File: src/rrof_pkg.sv
package rrof_pkg;

    localparam int MAX_LEN     = 64;
    localparam int SAMPLE_BITS = 24;
    localparam int IDX_BITS    = $clog2(MAX_LEN);
    localparam int LEN_BITS    = $clog2(MAX_LEN + 1);
    localparam int CFG_IDX_BITS  = 1;
    localparam int CFG_DATA_BITS = LEN_BITS;

    typedef logic signed [SAMPLE_BITS-1:0] sample_t;
    typedef logic [IDX_BITS-1:0]           idx_t;
    typedef logic [LEN_BITS-1:0]           len_t;
    typedef logic [CFG_IDX_BITS-1:0]       cfg_idx_t;
    typedef logic [CFG_DATA_BITS-1:0]      cfg_data_t;

    localparam cfg_idx_t REG_WINDOW_LEN = CFG_IDX_BITS'(0);
    localparam cfg_idx_t REG_RANK       = CFG_IDX_BITS'(1);

    // One stored entry of the sorted window.
    typedef struct packed {
        sample_t value;
        idx_t    age;
    } entry_t;

    // Handed from a cell to its right neighbor in the same cycle.
    typedef struct packed {
        logic    del_seen;  // oldest entry sits at this position or further left
        logic    lt;        // compacted entry here is below the new sample
        sample_t c_value;   // entry after the oldest one is removed
        idx_t    c_age;     // its age, already advanced
    } link_t;

    // Broadcast to every cell.
    typedef struct packed {
        logic    shift;
        logic    clear;
        len_t    len;
        idx_t    age_max;
        sample_t sample;
    } cell_ctrl_t;

endpackage

File: src/rrof_cell.sv
module rrof_cell
    import rrof_pkg::*;
(
    input  logic       clk,
    input  logic       rst_n,
    input  cell_ctrl_t ctrl,
    input  idx_t       index,
    input  link_t      left_in,
    input  entry_t     right_in,
    output link_t      link_out,
    output entry_t     entry_out
);

    sample_t value_reg;
    sample_t value_next;
    idx_t    age_reg;
    idx_t    age_next;

    logic    active;
    logic    last;
    logic    oldest;
    logic    del_le;
    sample_t c_value;
    idx_t    c_age;
    logic    lt;

    assign active = {1'b0, index} < ctrl.len;
    assign last   = {1'b0, index} == (ctrl.len - LEN_BITS'(1));
    assign oldest = active && (age_reg >= ctrl.age_max);
    assign del_le = left_in.del_seen || oldest;

    // Close the gap left by the oldest entry, then age by one.
    assign c_value = del_le ? right_in.value : value_reg;
    assign c_age   = (del_le ? right_in.age : age_reg) + IDX_BITS'(1);
    assign lt      = active && !last && ($signed(c_value) < $signed(ctrl.sample));

    assign link_out.del_seen = del_le;
    assign link_out.lt       = lt;
    assign link_out.c_value  = c_value;
    assign link_out.c_age    = c_age;

    assign entry_out.value = value_reg;
    assign entry_out.age   = age_reg;

    always_comb
    begin
        value_next = value_reg;
        age_next   = age_reg;
        if (ctrl.clear)
        begin
            value_next = '0;
            age_next   = index;
        end
        else if (ctrl.shift && active)
        begin
            priority if (lt)
            begin
                value_next = c_value;
                age_next   = c_age;
            end
            else if (left_in.lt)
            begin
                // insert the new sample here
                value_next = ctrl.sample;
                age_next   = '0;
            end
            else
            begin
                value_next = left_in.c_value;
                age_next   = left_in.c_age;
            end
        end
    end

    always_ff @(posedge clk or negedge rst_n)
    begin
        if (!rst_n)
        begin
            value_reg <= '0;
            age_reg   <= '0;
        end
        else
        begin
            value_reg <= value_next;
            age_reg   <= age_next;
        end
    end

endmodule

File: config.mk
export PLATFORM = sky130hd
export DESIGN_NAME = rrof_cell
export DESIGN_NICKNAME = d
export VERILOG_FILES = /design/src/rrof_pkg.sv /design/src/rrof_cell.sv
export SDC_FILE = /design/constraint.sdc
export NUM_CORES = 1
export LEC_CHECK = 0
export BUFFER_PORTS_ARGS = -buffer_cell sky130_fd_sc_hd__buf_4
export CAP_MARGIN = 10
export CORE_ASPECT_RATIO = 0.75
export CORE_UTILIZATION = 40
export CTS_CLUSTER_SIZE = 8
export DETAILED_ROUTE_END_ITERATION = 16
export PLACE_DENSITY = 0.72
export SLEW_MARGIN = 20
export SYNTH_ARGS = -nofsm -noshare
export SYNTH_HDL_FRONTEND = slang
export SYNTH_SLANG_ARGS = --single-unit
File: constraint.sdc
create_clock -name clk -period 5.15 [get_ports clk]
set_input_delay 0.2575 -clock clk [delete_from_list [all_inputs] [get_ports clk]]
set_output_delay 0.2575 -clock clk [all_outputs]
set_load 0.03 [all_outputs]
**Word level (Yosys, flattened, before mapping)**

Index checks and enable logic that the tools add are counted.

- Flip-flop bits (word level): 30

- Add/subtract/negate cells: 2
- $lt $le $gt $ge: 3
- Eq/ne operators: 1
- Muxes and demuxes: 10
- Reduce and logical (&&, ||, !) cells: 7

Operators by type and width:

| cell | number |
|---|---|
| two-way mux 24 bit | 5 |
| two-way mux 6 bit | 5 |
| less-than comparator 24 bit | 1 |
| equality test 6 x 7 -> 1 bit | 1 |
| less-than comparator 6 x 7 -> 1 bit | 1 |
| subtractor 7 x 1 -> 7 bit (second input constant) | 1 |
| adder 6 x 1 -> 6 bit (second input constant) | 1 |
| >= comparator 6 bit | 1 |
| logical AND 1 bit | 4 |
| nonzero test 2 bit | 1 |
| logical NOT 1 bit | 1 |
| logical OR 1 bit | 1 |

**Longest topological paths before layout**

Gate-level depths: netlist of run 1.

- Depth after elaboration: 9
- Gate-level depth with buffers: 20

**Least setup slack after synthesis of run 1**

No wires, ideal clock.

- Path kind: reg2out
- Start: reg age_reg[3]
- End: out link_out[30] (netlist name)
- Data arrival time: 4,407 ps
- Data required time: 4,893 ps
- Setup slack: 486 ps
- Cell stages (with the launch flop): 18
- Path through: dfrtp_1 -> ha_1 -> a2111oi_2 -> o21ai_1 -> a41o_1 -> buf_2 -> buf_2 -> mux2_2 -> ha_1 -> a21o_1 -> a211o_1 -> a41oi_1 -> o21a_1 -> buf_2 -> o211a_2 -> buf_4 -> nand2b_1 -> buf_4

RTL lines:

| element | line | RTL |
|---|---|---|
| start: declaration | rrof_cell.sv:16 | `idx_t age_reg;` |
| start signal: assignment | rrof_cell.sv:85 | `age_reg <= age_next;` |
| end: declaration | rrof_cell.sv:10 | `output link_t link_out,` |

==> impl_summary.txt, run 1 <==
----------------------------------------------------
[Hold path]
  Class of the tightest hold or removal check ... in -> reg
  Destination of the worst hold path ... age_reg[0]
  Hold Path Stages ... 3
  HP Start ... index[0]

[Detailed routing]
  Average wire length per cell after detail routing ... about 19 um
  Vias per cell ... around 6.4
  Initial DRC Count ... around 420
  Wirelength, routed ... roughly 16000 um
  DRC ... 0
  Count of antenna-violating nets left after detailed routing ... 0
  First drt pass iteration count ... 5
  Routed vias ... 5447

[Layout]
  Flip-flop count of the largest register, all copies and words added ... 24
  Area growth from synthesis to layout ... 33.3%
  Nets@finish ... 860
  Commonest cells after routing, fill and taps aside ... 183 x buf_4, 61 x nand2_1, 49 x mux2_2
  Number of diodes added for antenna fixing ... 0
  Most common cell after layout, fill and taps aside ... buf_4
  Share of cells above drive strength 1 ... 0.363

[Synthesis]
  EDFF count, synth ... 0
  Share of flip-flops with an asynchronous set or reset after synthesis ... 1.00
  Count of state elements after synthesis ... 30
  Avg Synthesized Cell Area ... slightly above 8 sq um
  Simple-Gate Fraction of Synth Area ... 0.202
  XOR/XNOR share of the synthesized area ... 0.0206
  Count of unique library cells instantiated by Yosys ... 59
  Dominant combinational cell family by area after synthesis ... compound AO/OA/AOI/OAI gates
  Mux contribution to synthesized area ... 0.174
  Sequential share of the synthesized area ... 0.161
  Complex-gate fraction of the synthesized area ... 0.266
  Adder and majority cell fraction of the synthesized area ... 0.0991
  Most used flip-flop cell after synthesis ... dfrtp_1
  Summed instance area of the synthesized netlist ... around 4700 sq um
  Gate Count Post-Synth ... 571
  Syn. warnings ... 0
  Net count after synthesis ... roughly 700

[CTS]
  Clock edge transition at the registers on the reported setup and hold paths ... 50 ps
  Number of clock buffers inserted by TritonCTS ... 5
  Post-CTS setup buffers ... 0
  Count of clock tree sinks ... 30
  CTS HTree Levels ... 2
  Clock insertion delay at the later pin of the skew report ... around 280 ps
  Largest buffer count on any clock path ... 2
  CTS tree ... built
  Master cell of the clock root buffer ... clkbuf_16

[Timing]
  Share of the clock period used by the worst path after layout ... 0.946
  Number of failing setup endpoints in the final timing report ... 0
  Clock period minus final worst setup slack ... roughly 4900 ps
  Max-slew violation count ... 0
  Unrepaired setup endpoints after global routing ... no
  Sum of negative setup slack ... 0 ps
  Slew headroom ... 0.490
  Slew @ Worst Pin ... around 770 ps
  Highest attainable clock frequency ... approximately 210 MHz
  Largest clock skew in the final design ... ~11 ps
  Final Hold Viols ... 0

[Floorplanning]
  Vert. Die Dim ... approximately 96 um
  DIE AREA ... roughly 12000 sq um
  Placeable core area ... 11100 sq um
  Width of the die ... roughly 130 um
  Starting density of the core ... 0.419
  Floorplan row count ... 33
  Count of pins on the block boundary ... roughly 170

[Critical path]
  Crit path DAT ... about 4600 ps
  Register-to-Register Path Depth ... 14
  Launching element of the worst setup path ... age_reg[3]
  Critical Path End Type ... output pin
  Reg-to-reg startpoint ... age_reg[3]
  Reg-to-reg setup timing slack ... between 300 and 400 ps
  Launching element type of the critical path ... flop
  Critical-path maximum fanout ... 36
  Required time of the worst setup path ... about 5000 ps
  Worst setup path category ... reg -> out
  Critical R2R Capture ... value_reg[2]

[GRT]
  Final global-route overflow total ... 0
  Maximum number of pins on one net before global-route repair ... 55
  Initial antenna violation count ... 0
  Overall Global Routing Usage ... 0.266
  Number of global-route vias before repair ... slightly above 5000
  Wire length of the first global-routing pass ... 25700 um

[Placement]
  Number of port buffers ... 170
  Final weighted congestion in routability-driven placement ... 0.861
  Half-perimeter wire length of the detailed placement result ... 11900 um

[Status]
  Outcome ... complete, no violations

[Pwr]
  Design Power ... 1.81 mW
  Reported leakage power ... ~2.9 nW
  Max IR drop VDD ... between 0.15 and 0.2 mV
  Power density over the cells ... ~290 nW/um^2

[Job]
  Count of maximum capacitance violations ... 0

----------------------------------------------------
==> timing repair <==
item                                   in CTS  in global routing
endpoints found under the hold margin      30                  0
hold buffers                                1                  0
gates resized for setup                     0                  1
setup endpoints to repair                   0                 14
==> worst max-delay path, cell delays in order, from the launching register on <==
cell and delay, ps:
dfrtp_1 450, ha_1 340, a2111oi_2 350, o21ai_1 150, a41o_4 460, mux2_2 380, ha_2 340, nand4_1 120
nor3_1 430, o21ai_2 330, o21a_2 380, o211a_2 230, nand2b_1 190, buf_4 170
==> through the flow <==
| stage | hold WS [ps] | setup slack (ps) | utilization | cell area [sq um] | std cells |
|---|---|---|---|---|---|
| 2_1_floorplan | -38.1 | 486 | - | 4670 | 571 |
| 3_3_place_gp | 233 | 420 | 0.542 | 6040 | 846 |
| 3_5_place_dp | 235 | 287 | 0.542 | 6040 | 846 |
| 4_1_cts | 237 | 122 | 0.558 | 6220 | 854 |
| 5_1_grt | 256 | 76.0 | 0.559 | 6230 | 854 |
| 6_report | 241 | 276 | 0.559 | 6230 | 854 |
==> power breakdown <==
group	internal, mW	total (mW)	switching, mW
Sequential	0.274	0.315	0.0410
Clock	0.239	0.354	0.115
Combinational	0.454	1.14	0.691
Total	0.966	1.81	0.847
==> worst max path at each step <==
stage                     cells after the start           end  slack, ps
final                                        13  link_out[30]        280
after global routing                         13  link_out[30]         80
after CTS                                    13  link_out[30]        120
after detailed placement                     13    age_reg[4]        290
after global placement                       13    age_reg[4]        420
after floorplan                              17  link_out[30]        490
==> logic make-up after synthesis <==
| kind of cell | count (synthesis) |
|---|---|
| buffers and inverters | 90 |
| multiplexers | 75 |
| XOR/XNOR | 11 |
| AND/OR/NAND/NOR | 181 |
| adder cells (fa/ha/maj) | 37 |
| flip-flops | 30 |
| AO/OA/AOI/OAI | 147 |
==> synth_stat cells (12+ instances only) <==
master | n | area share
ha_1 | 37 | 0.099
mux2i_1 | 26 | 0.056
dfrtp_1 | 30 | 0.16
a32o_1 | 23 | 0.049
buf_2 | 12 | 0.013
nand2b_1 | 30 | 0.040
clkbuf_1 | 30 | 0.024
nor4_1 | 23 | 0.031
nor3_1 | 27 | 0.029
o2111ai_1 | 25 | 0.047
nand2_1 | 61 | 0.049
nand3_1 | 12 | 0.013
a21oi_1 | 15 | 0.016
inv_1 | 41 | 0.033
o221ai_1 | 25 | 0.047
mux2_2 | 49 | 0.12
==> layout make-up <==
class / count / area [sq um]
Fill cell: 1039 / 4920
Multi-Input combinational cell: 451 / 3590
Timing Repair Buffer: 184 / 1380
Sequential cell: 30 / 751
Tap cell: 140 / 175
Inverter: 42 / 158
Clock buffer: 6 / 139
Clock inverter: 1 / 30.0
==> per-layer routing <==
metal	share of wire	track usage
met5	0	0
met4	0.013	0.0774
met3	0.081	0.0331
met2	0.45	0.439
met1	0.46	0.367
Power figures use the tool's default switching activity.
==> run 2, diff against run 1 <==
--- a/config.mk
+++ b/config.mk
@@ -12,6 +12,7 @@
 export CTS_CLUSTER_SIZE = 8
 export DETAILED_ROUTE_END_ITERATION = 16
 export PLACE_DENSITY = 0.72
+export RECOVER_POWER = 50
 export SLEW_MARGIN = 20
 export SYNTH_ARGS = -nofsm -noshare
 export SYNTH_HDL_FRONTEND = slang
==> impl_summary.txt, run 2 (synthesis gave the netlist of run 1 again) <==
----------------------------------------------------
[Detailed routing]
  Count of antenna-violating nets left after detailed routing ... 0
  Vias per cell ... ~6.3
  Initial DRC Count ... approximately 430
  First drt pass iteration count ... 5
  Average wire length per cell after detail routing ... between 15 and 20 um
  DRC ... 0
  Wirelength, routed ... between 15000 and 20000 um
  Routed vias ... 5415

[GRT]
  Overall Global Routing Usage ... 0.266
  Number of global-route vias before repair ... ~5100
  Wire length of the first global-routing pass ... between 20000 and 30000 um
  Final global-route overflow total ... 0
  Maximum number of pins on one net before global-route repair ... 55
  Initial antenna violation count ... 0

[Layout]
  Combined area of the multi-input logic cells ... 3590 sq um
  Area growth from synthesis to layout ... 30.8%
  Area taken by flip-flops and latches ... 751 sq um
  Flip-flop count of the largest register, all copies and words added ... 24
  Commonest cells after routing, fill and taps aside ... 152 x buf_4, 61 x nand2_1, 49 x mux2_2
  Most common cell after layout, fill and taps aside ... buf_4
  Layout fillers ... roughly 1100
  Share of cells above drive strength 1 ... 0.319
  Number of diodes added for antenna fixing ... 0
  Nets@finish ... 860

[Critical path]
  Launching element type of the critical path ... flop
  Register-to-Register Path Depth ... 14
  Crit path DAT ... ~4600 ps
  Critical Path Max Stage Delay ... approximately 460 ps
  Required time of the worst setup path ... 4890 ps
  Cell class contributing the biggest share of worst-path delay ... compound AO/OA/AOI/OAI gates
  Launching element of the worst setup path ... age_reg[3]
  Reg-to-reg setup timing slack ... approximately 420 ps
  Cell chain of the critical path ... ha_1 > a2111oi_2 > o21ai_1 > a41o_4 > mux2_2 > ha_2 > nand4_1 > nor3_1 > o21ai_2 > o21a_2 > o211a_2 > nand2b_1 > buf_4
  Cell count along the critical path ... 13
  Worst setup path category ... reg -> out
  Critical path's slowest cell ... a41o_4
  Reg-to-reg startpoint ... age_reg[3]
  Critical-path maximum fanout ... 36
  Buffers plus inverters on the worst setup path ... 1
  End point of the critical path ... link_out[30]
  Critical Path End Type ... output pin
  Critical R2R Capture ... value_reg[12]

[CTS]
  Number of clock buffers inserted by TritonCTS ... 5
  Count of clock tree sinks ... 30
  Clock insertion delay at the later pin of the skew report ... between 200 and 300 ps
  Clock edge transition at the registers on the reported setup and hold paths ... 50 ps
  CTS HTree Levels ... 2
  Post-CTS setup buffers ... 0
  CTS tree ... built
  Master cell of the clock root buffer ... clkbuf_16
  Largest buffer count on any clock path ... 2

[Pwr]
  Sequential power share ... 0.177
  P_sw ... about 0.84 mW
  Relative contribution of the clock network to total power ... 0.199
  Design Power ... approximately 1.8 mW
  Max IR drop VDD ... about 0.16 mV
  Combinational group share of total power ... 0.625
  Reported leakage power ... ~2.7 nW
  Proportion of total power due to net switching ... 0.475
  Power density over the cells ... between 200 and 300 nW/um^2
  Int Power ... a little over 0.9 mW

[Floorplanning]
  Vert. Die Dim ... 95.6 um
  Width of the die ... 127 um
  Placeable core area ... 11100 sq um
  DIE AREA ... ~12000 sq um
  Count of pins on the block boundary ... approximately 170
  Starting density of the core ... 0.419
  Floorplan row count ... 33

[Job]
  Count of maximum capacitance violations ... 1

[Timing]
  Slew @ Worst Pin ... 1890 ps
  Unrepaired setup endpoints after global routing ... no
  Clock period minus final worst setup slack ... between 4000 and 5000 ps
  Final Hold Viols ... 0
  Slew headroom ... -0.258
  Max-slew violation count ... 31
  Sum of negative setup slack ... 0 ps
  Largest clock skew in the final design ... 10.7 ps
  Highest attainable clock frequency ... roughly 210 MHz
  Number of failing setup endpoints in the final timing report ... 0
  Share of the clock period used by the worst path after layout ... 0.940

[Placement]
  Number of port buffers ... 170
  Final weighted congestion in routability-driven placement ... about 0.86
  Half-perimeter wire length of the detailed placement result ... between 10000 and 15000 um

[Hold path]
  Class of the tightest hold or removal check ... in -> reg

[Status]
  Outcome ... finished with violations
  Failing checks ... max-capacitance violations, max-slew violations

----------------------------------------------------
run 2: cell types whose count changed in the layout (fill, tap and decap cells not counted), sizes merged:
cell	change
clkbuf	+31
buf	-31
run 2: power groups by stage:
stage,clock network (mW),registers [mW],logic [mW]
after global placement,0,0.316,1.10
after CTS,0.356,0.315,1.13
final,0.354,0.314,1.11
after floorplan,0,0.383,0.687
after global routing,0.363,0.320,1.19
after detailed placement,0,0.319,1.13
run 2: through the flow:
stage / hold WS (ps) / setup WS (ps) / std cells / utilization / instance area, sq um
floorplan: -38.1 / 486 / 571 / - / 4670
global placement: 233 / 420 / 846 / 0.542 / 6040
detailed placement: 235 / 287 / 846 / 0.542 / 6040
CTS: 237 / 122 / 854 / 0.558 / 6220
global route: 256 / 77.5 / 854 / 0.548 / 6110
finish: 242 / 310 / 854 / 0.548 / 6110
run 2: worst min-delay path by stage:
stage,start,end,cells past startpoint
after global placement,rst_n,value_reg[11],1
after CTS,index[0],age_reg[0],3
final,index[0],age_reg[0],3
after detailed placement,rst_n,value_reg[11],1
after floorplan,rst_n,age_reg[0],0
after global routing,index[0],age_reg[0],3
run 2: area by class of cell:
| cell class | count | area share |
|---|---|---|
| clock buffers | 6 | 0.0227 |
| clock inverters | 1 | 0.00491 |
| inverters | 42 | 0.0258 |
| multi-input cells | 451 | 0.588 |
| flip-flops and latches | 30 | 0.123 |
| well taps | 140 | 0.0287 |
| repair buffers | 184 | 0.207 |
run 2: worst register-to-register path, delay by kind of cell, from the launching register on:
kind,cells,cell delay (ps)
AO/OA/AOI/OAI,6,1900
AND/OR/NAND/NOR,4,890
adder cells (fa/ha/maj),2,680
flip-flops,1,440
multiplexers,1,400
buffers and inverters,1,290
run 2: repair_timing:
item / CTS / global route
endpoints found under the hold margin: 30 / 0
gates resized for setup: 0 / 1
endpoints found under the setup margin: 0 / 14
hold buffers: 1 / 0
run 2: per-layer routing:
| metal | GRT usage | wire [um] | vias up | share of wire |
|---|---|---|---|---|
| met1 | 0.367 | 7190 | 2598 | 0.44 |
| met3 | 0.0331 | 1480 | 30 | 0.091 |
| met5 | 0 | 0 | - | 0 |
| met2 | 0.439 | 7380 | 307 | 0.45 |
| li1 | - | - | 2480 | - |
| met4 | 0.0774 | 242 | 0 | 0.015 |
==> run 3, diff against run 2 <==
--- a/config.mk
+++ b/config.mk
@@ -8,6 +8,7 @@
 export BUFFER_PORTS_ARGS = -buffer_cell sky130_fd_sc_hd__buf_4
 export CAP_MARGIN = 10
 export CORE_ASPECT_RATIO = 0.75
+export CORE_MARGIN = 10
 export CORE_UTILIZATION = 40
 export CTS_CLUSTER_SIZE = 8
 export DETAILED_ROUTE_END_ITERATION = 16
==> impl_summary.txt, run 3 (synthesis gave the netlist of run 1 again) <==
----------------------------------------------------
[Status]
  Outcome ... finished with violations
  Failing checks ... max-capacitance violations, max-slew violations

[CTS]
  Post_cts resized ... 0
  Count of clock tree sinks ... 30
  Number of clock buffers inserted by TritonCTS ... 5
  Master cell of the clock root buffer ... clkbuf_16
  CTS tree ... built
  Post-CTS setup buffers ... 0
  Largest buffer count on any clock path ... 2
  Clock insertion delay at the later pin of the skew report ... approximately 280 ps
  Clock edge transition at the registers on the reported setup and hold paths ... around 50 ps
  CTS HTree Levels ... 2

[Timing]
  Slew @ Worst Pin ... 1920 ps
  Final Hold Viols ... 0
  Max-slew violation count ... 31
  Largest clock skew in the final design ... roughly 5.2 ps
  Slew headroom ... -0.281
  Sum of negative setup slack ... 0 ps
  Share of the clock period used by the worst path after layout ... 0.956
  Clock period minus final worst setup slack ... ~4900 ps
  Number of failing setup endpoints in the final timing report ... 0
  Highest attainable clock frequency ... 203 MHz
  Unrepaired setup endpoints after global routing ... no

[Pwr]
  Reported leakage power ... 2.70 nW
  Power density over the cells ... 283 nW/um^2
  Max IR drop VDD ... between 0.15 and 0.2 mV

[Floorplanning]
  DIE AREA ... roughly 16000 sq um
  Width of the die ... between 100 and 150 um
  Placeable core area ... about 12000 sq um
  Vert. Die Dim ... around 110 um
  Floorplan row count ... 34
  Count of pins on the block boundary ... approximately 170
  Starting density of the core ... 0.405

[Critical path]
  Launching element type of the critical path ... flop
  Required time of the worst setup path ... slightly below 5000 ps
  Reg-to-reg startpoint ... age_reg[3]
  Top cell by count, worst path ... a21o_1
  Cell class contributing the biggest share of worst-path delay ... compound AO/OA/AOI/OAI gates
  Critical Path Max Stage Delay ... around 530 ps
  Critical-path maximum fanout ... 22
  Buffers plus inverters on the worst setup path ... 1
  Cell chain of the critical path ... ha_1 > a2111oi_2 > o21ai_1 > a41o_2 > mux2_2 > ha_1 > a21o_1 > a21o_1 > a21o_1 > o2111ai_1 > o211a_2 > nand2b_1 > buf_4
  Critical Path End Type ... output pin
  Launching element of the worst setup path ... age_reg[3]
  Worst setup path category ... reg -> out
  Crit path DAT ... 4670 ps
  Critical path's slowest cell ... a41o_2

[Job]
  Count of maximum capacitance violations ... 1

[Layout]
  Commonest cells after routing, fill and taps aside ... 151 x buf_4, 61 x nand2_1, 49 x mux2_2
  Area growth from synthesis to layout ... 30.2%
  Share of cells above drive strength 1 ... 0.316
  Combined area of the multi-input logic cells ... roughly 3600 sq um
  Number of diodes added for antenna fixing ... 0
  Most common cell after layout, fill and taps aside ... buf_4
  Nets@finish ... between 800 and 900
  Area taken by flip-flops and latches ... between 700 and 800 sq um
  Layout fillers ... between 1000 and 1500
  Non-Filler Instances ... 875
  Flip-flop count of the largest register, all copies and words added ... 24

[Detailed routing]
  First drt pass iteration count ... 5
  Uppermost signal routing layer after detailed routing ... met4
  Met2 Routed Length ... about 8600 um
  M1 WL ... around 7700 um
  Vias per cell ... approximately 6.1
  Count of antenna-violating nets left after detailed routing ... 0
  Average wire length per cell after detail routing ... just over 20 um
  Wirelength, routed ... between 15000 and 20000 um
  DRC ... 0
  DR WL met3 ... approximately 1700 um
  Initial DRC Count ... about 400
  Routed vias ... about 5300

[Placement]
  Placed instance count ... between 800 and 900
  Final weighted congestion in routability-driven placement ... 0.833
  Half-perimeter wire length of the detailed placement result ... 13300 um
  Number of port buffers ... between 150 and 200

[Hold path]
  Class of the tightest hold or removal check ... in -> reg
  HP Start ... index[0]

[GRT]
  Number of global-route vias before repair ... 5624
  Wire length of the first global-routing pass ... between 20000 and 30000 um
  Maximum number of pins on one net before global-route repair ... 55
  Overall Global Routing Usage ... 0.212
  Initial antenna violation count ... 0
  Final global-route overflow total ... 0

----------------------------------------------------
run 3: cell count changes in the layout (fill, tap and decap cells not counted), sizes merged:
cell    delta
buf        -1
bufinv     -1
clkbuf     +1
run 3: final cells by class:
class	instances	area share
multi-input cells	451	0.589
clock buffers	7	0.0218
inverters	42	0.0259
flip-flops and latches	30	0.123
repair buffers	183	0.207
well taps	162	0.0333
run 3: power by group:
group	switching (mW)	internal, mW	leakage [nW]
logic	0.700	0.422	2.25
clock network	0.107	0.177	0.0640
registers	0.0416	0.274	0.391
run 3: tightest hold or removal path, delay by kind of cell:
| family | cells | cell delay (ps) |
|---|---|---|
| compound gates | 2 | 130 |
| buf+inv | 1 | 100 |
run 3: stage by stage:
stage          cell area [sq um]  power [mW]  hold WS [ps]  utilization  worst slack, ps
4_1_cts                     6200        1.75           241        0.538              261
2_1_floorplan               4670        1.07         -38.1            -              486
3_3_place_gp                6060        1.44           232        0.525              446
3_5_place_dp                6060        1.46           240        0.525              358
5_1_grt                     6080        1.83           276        0.528             22.9
6_report                    6080        1.72           246        0.528              224
run 3: layer usage:
| layer | GRT usage | up-vias |
|---|---|---|
| met5 | 0 | - |
| met4 | 0.0544 | 0 |
| met2 | 0.361 | 267 |
| met1 | 0.259 | 2556 |
| met3 | 0.0561 | 28 |
| li1 | - | 2491 |
run 3: repair_timing:
action / 4_1_cts / 5_1_grt
hold endpoints to repair: 30 / 0
endpoints found under the setup margin: 0 / 0
hold buffers: 1 / 0
run 3: worst paths after layout:
| kind | to | slack, ps | depth (start not counted) |
|---|---|---|---|
| min in group asynchronous | value_reg[11] | 1060 | 2 |
| max in group asynchronous | age_reg[4] | 2990 | 2 |
| worst min register to register | value_reg[13] | 520 | 1 |
| worst max register to register | value_reg[21] | 300 | 12 |
| worst max-delay path | link_out[30] | 220 | 13 |
| worst min-delay path | age_reg[0] | 250 | 3 |
